==> config.mk <==
export PLATFORM = sky130hd
export DESIGN_NAME = prc_cell
export DESIGN_NICKNAME = d
export VERILOG_FILES = /design/src/rtl/core/polygon_rect_clipper_macros.svh /design/src/rtl/core/prc_pkg.sv /design/src/rtl/core/prc_cell.sv
export SDC_FILE = /design/constraint.sdc
export NUM_CORES = 1
export LEC_CHECK = 0
export ABC_CLOCK_PERIOD_IN_PS = 11940
export BUFFER_PORTS_ARGS = -buffer_cell sky130_fd_sc_hd__buf_2
export CORE_AREA = 2 2 264 266
export CTS_CLUSTER_SIZE = 14
export DETAILED_ROUTE_END_ITERATION = 16
export DIE_AREA = 0 0 266 268
export PLACE_DENSITY = 0.57
export SKIP_CTS_REPAIR_TIMING = 1
export SLEW_MARGIN = 25
export SYNTH_ARGS = -nofsm -noshare
export SYNTH_HDL_FRONTEND = slang
export SYNTH_SLANG_ARGS = --single-unit
==> constraint.sdc <==
create_clock -name clk -period 11.94 [get_ports clk]
set_input_delay 1.194 -clock clk [delete_from_list [all_inputs] [get_ports clk]]
set_output_delay 1.194 -clock clk [all_outputs]
set_load 0.02 [all_outputs]
==> src/rtl/core/polygon_rect_clipper_macros.svh <==
// Assertion shorthands shared by the clipper RTL.
`ifndef POLYGON_RECT_CLIPPER_MACROS_SVH
`define POLYGON_RECT_CLIPPER_MACROS_SVH

// Same-cycle implication, checked on every rising edge outside reset.
`define PRC_ASSERT_NOW(lbl, clk, rst_n, ante, cons) \
	lbl: assert property (@(posedge clk) disable iff (!rst_n) (ante) |-> (cons)) \
		else $error("clipper check failed");

// Next-cycle implication, checked on every rising edge outside reset.
`define PRC_ASSERT_NEXT(lbl, clk, rst_n, ante, cons) \
	lbl: assert property (@(posedge clk) disable iff (!rst_n) (ante) |=> (cons)) \
		else $error("clipper check failed");

`endif

==> src/rtl/core/prc_pkg.sv <==
package prc_pkg;

	// Configuration register indexes.
	localparam int CFG_IDX_BITS = 3;
	localparam logic [CFG_IDX_BITS-1:0] REG_X_MIN = 3'd0;
	localparam logic [CFG_IDX_BITS-1:0] REG_X_MAX = 3'd1;
	localparam logic [CFG_IDX_BITS-1:0] REG_Y_MIN = 3'd2;
	localparam logic [CFG_IDX_BITS-1:0] REG_Y_MAX = 3'd3;

	// Window reset values.
	localparam int WIN_RESET_LOW  = 50;
	localparam int WIN_RESET_HIGH = 200;

	// Four boundaries in the order left, top, right, bottom.
	localparam int NUM_SIDES = 4;
	// Side tests y instead of x.
	localparam logic [NUM_SIDES-1:0] SIDE_USE_Y = 4'b1010;
	// Side is inside at or below its bound instead of at or above.
	localparam logic [NUM_SIDES-1:0] SIDE_UPPER = 4'b1100;

	// Control half of the vertex link between neighboring cells.
	typedef struct packed {
		logic valid;
		logic end_mark;
	} link_ctl_t;

	typedef enum logic [2:0] {
		CS_IDLE,
		CS_EDGE,
		CS_MUL,
		CS_DIV,
		CS_FIX,
		CS_EMIT,
		CS_NEXT,
		CS_END
	} cell_state_t;

	typedef enum logic [2:0] {
		ST_LOAD,
		ST_FEED_RD,
		ST_FEED_SEND,
		ST_FEED_END,
		ST_WAIT,
		ST_OUT_RD,
		ST_OUT_SHOW,
		ST_OUT_EMPTY
	} top_state_t;

endpackage

==> src/rtl/core/prc_cell.sv <==
module prc_cell import prc_pkg::*; #(
	parameter int COORD_BITS = 16,
	parameter int MAX_OUT    = 64
) (
	input  logic                         clk,
	input  logic                         arst_n,
	input  logic                         use_y,
	input  logic                         upper,
	input  logic signed [COORD_BITS-1:0] bound,
	input  link_ctl_t                    in_ctl,
	input  logic signed [COORD_BITS-1:0] in_x,
	input  logic signed [COORD_BITS-1:0] in_y,
	output logic                         in_ready,
	output link_ctl_t                    out_ctl,
	output logic signed [COORD_BITS-1:0] out_x,
	output logic signed [COORD_BITS-1:0] out_y,
	input  logic                         out_ready,
	output logic                         drop
);

	localparam int DW    = COORD_BITS + 1;
	localparam int PW    = 2 * DW;
	localparam int BW    = COORD_BITS + 2;
	localparam int KW    = $clog2(PW + 1);
	localparam int CNT_W = $clog2(MAX_OUT + 1);

	cell_state_t state_q, state_d;

	logic                         have_first_q, end_pend_q, emit_cur_q;
	logic [CNT_W-1:0]             cnt_q;
	logic                         out_valid_q, out_end_q;
	logic signed [COORD_BITS-1:0] first_x_q, first_y_q, prev_x_q, prev_y_q;
	logic signed [COORD_BITS-1:0] cur_x_q, cur_y_q, emit_x_q, emit_y_q;
	logic signed [COORD_BITS-1:0] out_x_q, out_y_q, o0_q;
	logic [PW-1:0]                div_q;
	logic [DW-1:0]                dmag_q, rem_q, quo_q;
	logic                         neg_q;
	logic [KW-1:0]                k_q;

	logic signed [COORD_BITS-1:0] p_a, p_o, c_a, c_o, fix_c;
	logic                         ip, iq, out_free, full, load_out;
	logic signed [DW-1:0]         num_w, off_w, den_w;
	logic [DW-1:0]                num_mag, off_mag, den_mag;
	logic [PW-1:0]                prod_w;
	logic [DW:0]                  trial, diff;
	logic                         ge;
	logic signed [BW-1:0]         base_w, fix_w, o0_ext, qs;

	// Coordinates along the tested axis (a) and the other axis (o).
	assign p_a = use_y ? prev_y_q : prev_x_q;
	assign p_o = use_y ? prev_x_q : prev_y_q;
	assign c_a = use_y ? cur_y_q : cur_x_q;
	assign c_o = use_y ? cur_x_q : cur_y_q;

	assign ip = upper ? (p_a <= bound) : (p_a >= bound);
	assign iq = upper ? (c_a <= bound) : (c_a >= bound);

	assign num_w   = DW'(c_o) - DW'(p_o);
	assign off_w   = DW'(bound) - DW'(p_a);
	assign den_w   = DW'(c_a) - DW'(p_a);
	assign num_mag = num_w[DW-1] ? DW'(-num_w) : DW'(num_w);
	assign off_mag = off_w[DW-1] ? DW'(-off_w) : DW'(off_w);
	assign den_mag = den_w[DW-1] ? DW'(-den_w) : DW'(den_w);
	assign prod_w  = num_mag * off_mag;

	// One restoring division step per cycle.
	assign trial = {rem_q, div_q[PW-1]};
	assign diff  = trial - {1'b0, dmag_q};
	assign ge    = trial >= {1'b0, dmag_q};

	// The crossing coordinate (start coordinate plus the exact quotient) is truncated toward zero.
	assign o0_ext = BW'(o0_q);
	assign qs     = $signed({1'b0, quo_q});
	always_comb begin
		base_w = neg_q ? (o0_ext - qs) : (o0_ext + qs);
		fix_w  = base_w;
		if (rem_q != '0) begin
			if (!neg_q && base_w[BW-1]) begin
				fix_w = base_w + BW'(1);
			end else if (neg_q && !base_w[BW-1] && base_w != '0) begin
				fix_w = base_w - BW'(1);
			end
		end
	end
	assign fix_c = fix_w[COORD_BITS-1:0];

	assign out_free = !out_valid_q || out_ready;
	assign full     = cnt_q == CNT_W'(MAX_OUT);
	assign in_ready = state_q == CS_IDLE;

	always_comb begin
		state_d  = state_q;
		load_out = 1'b0;
		drop     = 1'b0;
		unique case (state_q)
			CS_IDLE: begin
				if (in_ctl.valid) begin
					if (in_ctl.end_mark) begin
						state_d = have_first_q ? CS_EDGE : CS_END;
					end else if (have_first_q) begin
						state_d = CS_EDGE;
					end
				end
			end
			CS_EDGE: begin
				if (ip != iq) begin
					state_d = CS_MUL;
				end else if (ip) begin
					state_d = CS_EMIT;
				end else begin
					state_d = CS_NEXT;
				end
			end
			CS_MUL: state_d = CS_DIV;
			CS_DIV: begin
				if (k_q == KW'(1)) begin
					state_d = CS_FIX;
				end
			end
			CS_FIX: state_d = CS_EMIT;
			CS_EMIT: begin
				if (full || out_free) begin
					drop     = full;
					load_out = !full;
					if (!emit_cur_q) begin
						state_d = CS_NEXT;
					end
				end
			end
			CS_NEXT: state_d = end_pend_q ? CS_END : CS_IDLE;
			CS_END: begin
				if (out_free) begin
					load_out = 1'b1;
					state_d  = CS_IDLE;
				end
			end
			default: state_d = CS_IDLE;
		endcase
	end

	always_ff @(posedge clk or negedge arst_n) begin
		if (!arst_n) begin
			state_q      <= CS_IDLE;
			have_first_q <= 1'b0;
			end_pend_q   <= 1'b0;
			emit_cur_q   <= 1'b0;
			cnt_q        <= '0;
			out_valid_q  <= 1'b0;
			out_end_q    <= 1'b0;
		end else begin
			state_q <= state_d;
			if (load_out) begin
				out_valid_q <= 1'b1;
				out_end_q   <= state_q == CS_END;
			end else if (out_ready) begin
				out_valid_q <= 1'b0;
			end
			unique case (state_q)
				CS_IDLE: begin
					if (in_ctl.valid) begin
						if (in_ctl.end_mark) begin
							end_pend_q <= have_first_q;
						end else begin
							have_first_q <= 1'b1;
						end
					end
				end
				CS_EDGE: emit_cur_q <= !ip && iq;
				CS_EMIT: begin
					if (full || out_free) begin
						emit_cur_q <= 1'b0;
					end
					if (!full && out_free) begin
						cnt_q <= cnt_q + CNT_W'(1);
					end
				end
				CS_END: begin
					if (out_free) begin
						have_first_q <= 1'b0;
						end_pend_q   <= 1'b0;
						cnt_q        <= '0;
					end
				end
				default: ;
			endcase
		end
	end

	always_ff @(posedge clk) begin
		if (load_out) begin
			out_x_q <= emit_x_q;
			out_y_q <= emit_y_q;
		end
		unique case (state_q)
			CS_IDLE: begin
				if (in_ctl.valid) begin
					if (in_ctl.end_mark) begin
						cur_x_q <= first_x_q;
						cur_y_q <= first_y_q;
					end else if (!have_first_q) begin
						first_x_q <= in_x;
						first_y_q <= in_y;
						prev_x_q  <= in_x;
						prev_y_q  <= in_y;
					end else begin
						cur_x_q <= in_x;
						cur_y_q <= in_y;
					end
				end
			end
			CS_EDGE: begin
				emit_x_q <= cur_x_q;
				emit_y_q <= cur_y_q;
			end
			CS_MUL: begin
				div_q  <= prod_w;
				dmag_q <= den_mag;
				neg_q  <= num_w[DW-1] ^ off_w[DW-1] ^ den_w[DW-1];
				o0_q   <= p_o;
				rem_q  <= '0;
				quo_q  <= '0;
				k_q    <= KW'(PW);
			end
			CS_DIV: begin
				rem_q <= ge ? diff[DW-1:0] : trial[DW-1:0];
				quo_q <= {quo_q[DW-2:0], ge};
				div_q <= {div_q[PW-2:0], 1'b0};
				k_q   <= k_q - KW'(1);
			end
			CS_FIX: begin
				emit_x_q <= use_y ? fix_c : bound;
				emit_y_q <= use_y ? bound : fix_c;
			end
			CS_EMIT: begin
				if ((full || out_free) && emit_cur_q) begin
					emit_x_q <= cur_x_q;
					emit_y_q <= cur_y_q;
				end
			end
			CS_NEXT: begin
				prev_x_q <= cur_x_q;
				prev_y_q <= cur_y_q;
			end
			default: ;
		endcase
	end

	assign out_ctl.valid    = out_valid_q;
	assign out_ctl.end_mark = out_end_q;
	assign out_x            = out_x_q;
	assign out_y            = out_y_q;

endmodule

Yosys cells after proc, flatten, opt, wreduce, memory -nomap -nowiden
Index checks and enable logic that the tools add are counted.
Storage, ports and cells
  input port bits: 55
  output and inout port bits: 36
  logic and storage cells: 169
  flip-flop bits (word level): 283
Operators by class
  muxes and demuxes: 67
  add/subtract/negate cells: 13
  $mul: 1
  bitwise operators: 4
  eq/ne operators: 21
  $lt $le $gt $ge: 5
  reductions and logical operators: 33
Operators by type and width (number)
  $mux W16: 22
  $pmux W16 S3: 2
  $pmux W17 S2: 2
  $pmux W34 S2: 1
  $pmux W16 S2: 2
  $mux W17: 3
  $neg A17 Y17: 3
  $sub A16 B16 Y17: 3
  $mul A17 B17 Y34: 1
  $ge A16 B16 Y1: 2
  $le A16 B16 Y1: 2
  $mux W3: 10
  $pmux W3 S8: 1
  $ne A2 B2 Y1 const B: 10
  $add A16 B18 Y18: 1
  $ge A18 B17 Y1: 1
  $mux W18: 1
  $reduce_bool A18 Y1: 1
  $sub A16 B18 Y18: 1
  $reduce_bool A17 Y1: 1
  $sub A17 B17 Y17: 1
  $add A16 B2 Y16 const B: 1
  $reduce_and A4 Y1: 4
  $sub A16 B2 Y16 const B: 1
  26 further kinds: 67

Depth between registers and ports, before layout
Gate-level depths: netlist (run 1).
  depth after elaboration: 10
  depth in mapped cells: 40

Worst setup path before layout (run 1)
No wires, ideal clock.
  path type: input -> register
  start point: input port use_y
  end point: register div_q[33], data pin
  arrival time: 10.528 ns
  path slack: 1.141 ns
  library setup time: 0.271 ns
  path buffers: 5
  stages on the path: 38
  required time: 11.669 ns
  cells stage by stage: clkbuf_1 clkbuf_1 buf_1 mux2i_1 ha_1 fa_1 nor2b_1 o31a_1 o2111ai_2 a21oi_1 o41a_1 o31ai_2 a31oi_1 buf_2 a21oi_1 xnor2_1 clkbuf_1 nand2_1 (+2 left out) fa_1 inv_1 fa_1 fa_1 fa_1 inv_1 fa_1 ha_1 a21o_1 a21o_1 a21o_1 o2bb2ai_1 a21oi_1 o21ai_0 or4_1 a31oi_1 xnor2_1 a21oi_1
Between the ends
  cells in the longest elaborated chain, start to end: 6
  elaborated cells between the ends (all ways): 11
Ends and longest elaborated chain
  start: declaration: line prc_cell.sv:7  | input logic use_y,
  $mux W16 (on tied branches): line prc_cell.sv:53, prc_cell.sv:50, prc_cell.sv:51
  $sub A16 B16 Y17 (on tied branches): line prc_cell.sv:58, prc_cell.sv:59
  $neg A17 Y17 (on tied branches): line prc_cell.sv:61, prc_cell.sv:62
  $mux W17 (on tied branches): line prc_cell.sv:61, prc_cell.sv:62
  $mul A17 B17 Y34 *: line prc_cell.sv:64  | assign prod_w = num_mag * off_mag;
  $pmux W34 S2 *: line prc_cell.sv:194  | unique case (state_q)
  end signal: assignment: line prc_cell.sv:216  | div_q <= prod_w;
  end signal: assignment: line prc_cell.sv:227  | div_q <= {div_q[PW-2:0], 1'b0};
  end: declaration: line prc_cell.sv:35  | logic [PW-1:0] div_q;
Every way passes the cells marked *; elsewhere a longest branch is shown, timed or not.
A chain may end at the register's enable or synchronous reset.

Worst setup path in the final report (run 1)
  start point: input port use_y
  end point: register div_q[32], data pin
Between the ends
  cells in the longest elaborated chain, start to end: 6
  elaborated cells between the ends (all ways): 11
Ends and longest elaborated chain
  $mux W16 *: line prc_cell.sv:51  | assign p_o = use_y ? prev_x_q : prev_y_q;
  via p_o[0]: line prc_cell.sv:40  | logic signed [COORD_BITS-1:0] p_a, p_o, c_a, c_o, fix_c;
  $sub A16 B16 Y17 *: line prc_cell.sv:58  | assign num_w = DW'(c_o) - DW'(p_o);
  $neg A17 Y17: line prc_cell.sv:61  | assign num_mag = num_w[DW-1] ? DW'(-num_w) : DW'(num_w);
  $mux W17 *: line prc_cell.sv:61
  $mul A17 B17 Y34 *: line prc_cell.sv:64
  $pmux W34 S2 *: line prc_cell.sv:194
Mark *: on every way through the listed nets, which the timed path passes. The rest lies on a longest branch.

==> metrics.cfg, run 1 <==
[critical_path]
setup.worst_path.end_class = register
slowest_delay_ns = 0.66
critical_path_class = input port to register
slowest_stage = xnor2_1
critPathMaxFanout = 23
cp.arrival_ns = 11.14
required_ns = 12.25
startpoint_type = input port
crit_top_cell = fa_1

[floorplan]
core_area_sq_um = 68200
die_height_microns = 268
fp.dieW_microns = 266
rows = 96
start_util_pct = 41.6
pin_count = 91
dieArea_sq_um = 71300

[timing]
tns_ns = 0
post-route-period-util_pct = 90.7
hold_violations = 0
timing.fmax_mhz = 92.3
tightest_slew_ns = 1.10
period_minus_slack_ns = 10.83
report.final.slew_viol_count = 0
clock_skew_ns = 0.0309
relSlewSlack_pct = 26.5
setup_violations = 0
rsz0062_at_grt = no

[clocking]
clk-insertion-delay-late_ns = 0.57
cts_root_buf = clkbuf_16
cts_buffers = 36
clk_pin_slew_ns = 0.06
htreeDepth = 2
cts_tree = built
clockBufferDepth = 3
clock_sinks = 283

[final_layout]
seq_area_sq_um = 8420
final_layout_size_suffix_gt1_share_pct = 11.2
final_common_cell = inv_1
layout_common_cells = inv_1, nand2_1, edfxtp_1
multiInputGateArea_sq_um = 18100
nets = 3532
fill_cells = 6486
stdcell_count = 3941
syn_to_final_growth_pct = 9.85

[yosys]
yosysWarnings = 0
synth_seq_cells = 283
yosysSeqAreaShare_pct = 29.6
ys.flop_type = edfxtp_1
post_synth.cell_area_avg_sq_um = 9.63
synth_nets = 3453
synthCells = 2949
async_reset_ff_share_pct = 5.30
syn_area_sq_um = 28400
yosysUniqueCellTypes = 87
synth-edff-count = 268

[global_route]
grt_usage_pct = 23.6
antenna_found_initial = 6
grt_pass1_vias = 22600
grt_max_degree = 60
grt_pass1_wl_microns = 130000
grt_overflow_total = 0

[hold_path]
hold_class = register to register

[routing]
vias_per_cell = 5.59
wl_per_cell_microns = 21.0
firstDrtPassIters = 6
via_count = 22000
finalWirelength_microns = 82800
ant_nets = 0
drt_iter0_drc = 1581
drc = 0

[run_status]
status = completed

[placed_design]
dp.cells = 3871
gp_congestion = 0.944
dp_hpwl_microns = 66400
io_buffers = 90

[job]
cap_viol_max_count = 0

## stage by stage
step	setup WS (ns)	cell area [sq um]	hold slack [ns]	utilization (%)
after global routing	0.528	31200	0.425	45.7
after global placement	0.725	30000	0.403	44.0
after floorplan	1.14	28400	0.400	-
after detailed placement	0.657	30000	0.405	44.0
after CTS	1.25	31200	0.419	45.7
final	1.11	31200	0.418	45.7
## kinds of logic (layout without fill, tap and decap cells)
| group | count (synthesis) | in the layout | synth area share (%) |
|---|---|---|---|
| flip-flops | 283 | 283 | 29.6 |
| buffers and inverters | 496 | 601 | 6.66 |
| XOR/XNOR | 163 | 163 | 5.02 |
| multiplexers | 159 | 159 | 6.03 |
| AO/OA/AOI/OAI | 480 | 480 | 11.1 |
| other | 0 | 5 | 0 |
| AND/OR/NAND/NOR | 919 | 919 | 15.7 |
| adder cells (fa/ha/maj) | 449 | 449 | 25.8 |
## metal layers
metal / vias up / share of wire [%] / GRT usage [%] / wire, microns
met5: - / 0.033 / 0 / 27
met4: 4 / 2.8 / 6.89 / 2290
met3: 144 / 5.9 / 3.34 / 4870
met2: 696 / 47 / 40.1 / 39200
met1: 11000 / 44 / 31.5 / 36400
li1: 10200 / - / - / -
## state kept, by name, summed over array words and instances (netlist names), 16 cells and up
name	count
div_q	34
dmag_q	17
quo_q	17
rem_q	17
cur_x_q	16
cur_y_q	16
emit_x_q	16
emit_y_q	16
first_x_q	16
first_y_q	16
o0_q	16
out_x	16
out_y	16
prev_x_q	16
prev_y_q	16
## Yosys cell counts (5+ instances only)
master     count  area share (%)
a2111oi_0      6            0.18
a211oi_1      22            0.58
a21boi_0       8            0.21
a21o_1        43             1.1
a21oi_1      113             2.0
a31oi_1       27            0.59
a41oi_1        5            0.15
and2_1        69             1.5
and3_1        40            0.88
buf_1          8            0.11
buf_2         13            0.23
clkbuf_1      87             1.1
dfrtp_1       15             1.3
edfxtp_1     268              28
fa_1         229              16
ha_1         220             9.7
inv_1        385             5.1
mux2_2        98             3.9
mux2i_1       61             2.1
nand2_1      311             4.1
nand2b_1      49             1.1
nand3_1       38            0.67
nand3b_1      14            0.37
nand4_1       19            0.42
nor2_1       211             2.8
nor2b_1       36            0.79
nor3_1        53            0.93
nor3b_1        9            0.24
nor4_1        15            0.33
o211ai_1      11            0.29
o21a_1        29            0.77
o21ai_0      114             2.0
o21bai_1      10            0.26
o221ai_1       5            0.15
o22ai_1        5            0.11
o311ai_0      10            0.31
o31a_1         8            0.25
o31ai_1       12            0.32
or2_2          7            0.15
or3_1         16            0.35
or4_1          5            0.13
xnor2_1      100             3.1
xor2_1        63             1.9
## worst max-delay path: cells and delay by family
kind                     cells  cell delay [ns]
adder cells (fa/ha/maj)      9             4.24
AO/OA/AOI/OAI               16             3.20
buffers and inverters        5             0.94
XOR/XNOR                     2             0.82
multiplexers                 1             0.40
AND/OR/NAND/NOR              2             0.33
## area by class of cell
cell class | count | area share (%)
multi-input cells | 2170 | 58.1
flip-flops and latches | 283 | 27.0
repair buffers | 152 | 2.98
diodes | 5 | 0.0401
clock inverters | 20 | 0.621
well taps | 882 | 3.54
clock buffers | 44 | 3.05
inverters | 385 | 4.63
## final timing paths
check / to / cells after the start / start / slack (ns)
max in group asynchronous: state_q[1] / 1 / arst_n / 11.13
worst max-delay path: div_q[32] / 35 / use_y / 1.11
worst min register to register: out_x[1] / 0 / emit_x_q[1] / 0.42
worst min-delay path: out_x[1] / 0 / emit_x_q[1] / 0.42
min in group asynchronous: out_end_q / 1 / arst_n / 0.55
worst max register to register: div_q[33] / 32 / prev_y_q[0] / 1.85
Power of run 1 is left out: the tool's default activity adds up to more than one toggle a clock period on the data nets, which glitch-free logic cannot reach.
==> inputs of run 2 (changes only) <==
Settings changed: PLACE_DENSITY 0.57 to 0.59.
==> run 2 against run 1 <==
Effect of this change: setup slack got worse by 0.044 ns; count of clock-buffer cells in the layout shrank 5; final cell count unchanged; critical path type unchanged; utilization down 0.095 points; register-to-register slack lost 0.09 ns; clock skew rose by 0.0024 ns; first-iteration DRC count increased by 7.0%; global-route usage grew 0.17 points; sequential cell count is the same; sequential share of layout area increased by 0.056 points; critical path depth fell by 4.
==> metrics.cfg, run 2 (synthesis results as in run 1) <==
[floorplan]
fp.dieW_microns = 266  ; unchanged
dieArea_sq_um = 71300  ; unchanged
die_height_microns = 268  ; unchanged
core_area_sq_um = 68200  ; unchanged
pin_count = 91  ; unchanged
rows = 96  ; unchanged
start_util_pct = 41.6  ; unchanged

[critical_path]
critical_path_class = input port to register
crit_top_cell = fa_1
required_ns = 12.23  ; -0.02 ns
cp.arrival_ns = 11.17  ; +0.03 ns
slowest_delay_ns = 0.66  ; about the same
critPathBufInv = 4  ; -1
startpoint_type = input port
critPathMaxFanout = 33  ; +43%
setup.worst_path.end_class = register
cp_top_family = adder cells
slowest_stage = xnor2_1

[final_layout]
fill_cells = 6423  ; -0.97%
final_layout_size_suffix_gt1_share_pct = 11.3  ; +0.065 points
regMostFlops = div_q
seq_area_sq_um = 8420  ; unchanged
largest_register_ffs = 34  ; unchanged
layout_common_cells = inv_1, nand2_1, edfxtp_1
multiInputGateArea_sq_um = 18100  ; about the same
syn_to_final_growth_pct = 9.62
final_common_cell = inv_1
nets = 3536  ; +0.11%

[timing]
tns_ns = 0  ; unchanged
timing.fmax_mhz = 91.9  ; -0.40%
clock_skew_ns = 0.0333  ; +0.00244 ns
relSlewSlack_pct = 32.0  ; +5.5 points
post-route-period-util_pct = 91.1  ; +0.37 points
period_minus_slack_ns = 10.88  ; +0.0438 ns
report.final.slew_viol_count = 0  ; unchanged
setup_violations = 0  ; unchanged
tightest_slew_ns = 1.01  ; -0.0861 ns
hold_violations = 0  ; unchanged
rsz0062_at_grt = no

[routing]
finalWirelength_microns = 83400  ; +0.73%
drc = 0  ; unchanged
ant_nets = 0  ; unchanged
via_count = 22100  ; +0.30%
wl_per_cell_microns = 21.2  ; +0.73%
firstDrtPassIters = 7  ; +1
drt_iter0_drc = 1692  ; +7.0%
vias_per_cell = 5.61  ; +0.30%

[global_route]
use_met1_pct = 31.2  ; -0.23 points
antenna_found_initial = 8  ; +2
grt_max_degree = 60  ; unchanged
grt_overflow_total = 0  ; unchanged
grt_usage_pct = 23.8  ; +0.17 points
grt_pass1_wl_microns = 130000  ; +0.61%
grt_use_met2_pct = 40.9  ; +0.84 points
grt.busiest_layer = met2
grt_pass1_vias = 22700  ; +0.50%
use_met3_pct = 3.10  ; -0.25 points

[clocking]
cts_tree = built
htreeDepth = 2  ; unchanged
cts_root_buf = clkbuf_16
cts_buffers = 35  ; -2.8%
clock_sinks = 283  ; unchanged
clk-insertion-delay-late_ns = 0.57  ; about the same
clk_pin_slew_ns = 0.06  ; about the same
clockBufferDepth = 3  ; unchanged

[job]
cap_viol_max_count = 0  ; unchanged

[placed_design]
io_buffers = 90  ; unchanged
dp_hpwl_microns = 66300  ; -0.20%
gp_congestion = 0.984  ; +4.3%

[run_status]
status = completed

[hold_path]
hold_class = register to register

## run 2: worst register-to-register path, delay by kind of cell, from the launching register on
| kind | cells | cell delay, ns |
|---|---|---|
| AO/OA/AOI/OAI | 14 | 3.42 |
| XOR/XNOR | 2 | 0.82 |
| adder cells (fa/ha/maj) | 8 | 3.75 |
| buffers and inverters | 2 | 0.10 |
| flip-flops | 1 | 0.47 |
| multiplexers | 1 | 0.37 |
| AND/OR/NAND/NOR | 4 | 0.96 |
## run 2: final timing paths
kind	startpoint	end	slack (ns)	depth (start not counted)
max in group asynchronous	arst_n	have_first_q	11.12	1
worst max-delay path	use_y	div_q[32]	1.06	31
worst min register to register	emit_y_q[15]	out_y[15]	0.42	0
min in group asynchronous	arst_n	out_valid_q	0.55	1
worst min-delay path	emit_y_q[15]	out_y[15]	0.42	0
worst max register to register	prev_x_q[1]	div_q[32]	1.76	31
## run 2: layout make-up
class	instances	area share [%]
sequential	283	27.0
antenna	5	0.0402
timing repair buffer	157	3.07
inverter	385	4.64
tap	882	3.54
clock buffer	39	2.86
multi-input combinational	2170	58.2
clock inverter	20	0.582
## run 2: metrics by stage
stage	instance area, sq um	std cells	util (%)	hold WS (ns)	setup slack [ns]
2_1_floorplan	28400	2949	-	0.400	1.14
3_3_place_gp	30100	3877	44.1	0.404	0.598
3_5_place_dp	30100	3877	44.1	0.405	0.589
4_1_cts	31100	3936	45.6	0.417	1.17
5_1_grt	31100	3937	45.6	0.423	0.324
6_report	31100	3941	45.7	0.419	1.06
## run 2: per-layer routing
metal | vias to the layer above | part of all wire, %
met4 | 8 | 3.0
met2 | 673 | 48
met3 | 140 | 6.0
li1 | 10200 | -
met5 | - | 0.056
met1 | 11000 | 43
Power of run 2 is left out for the same reason.
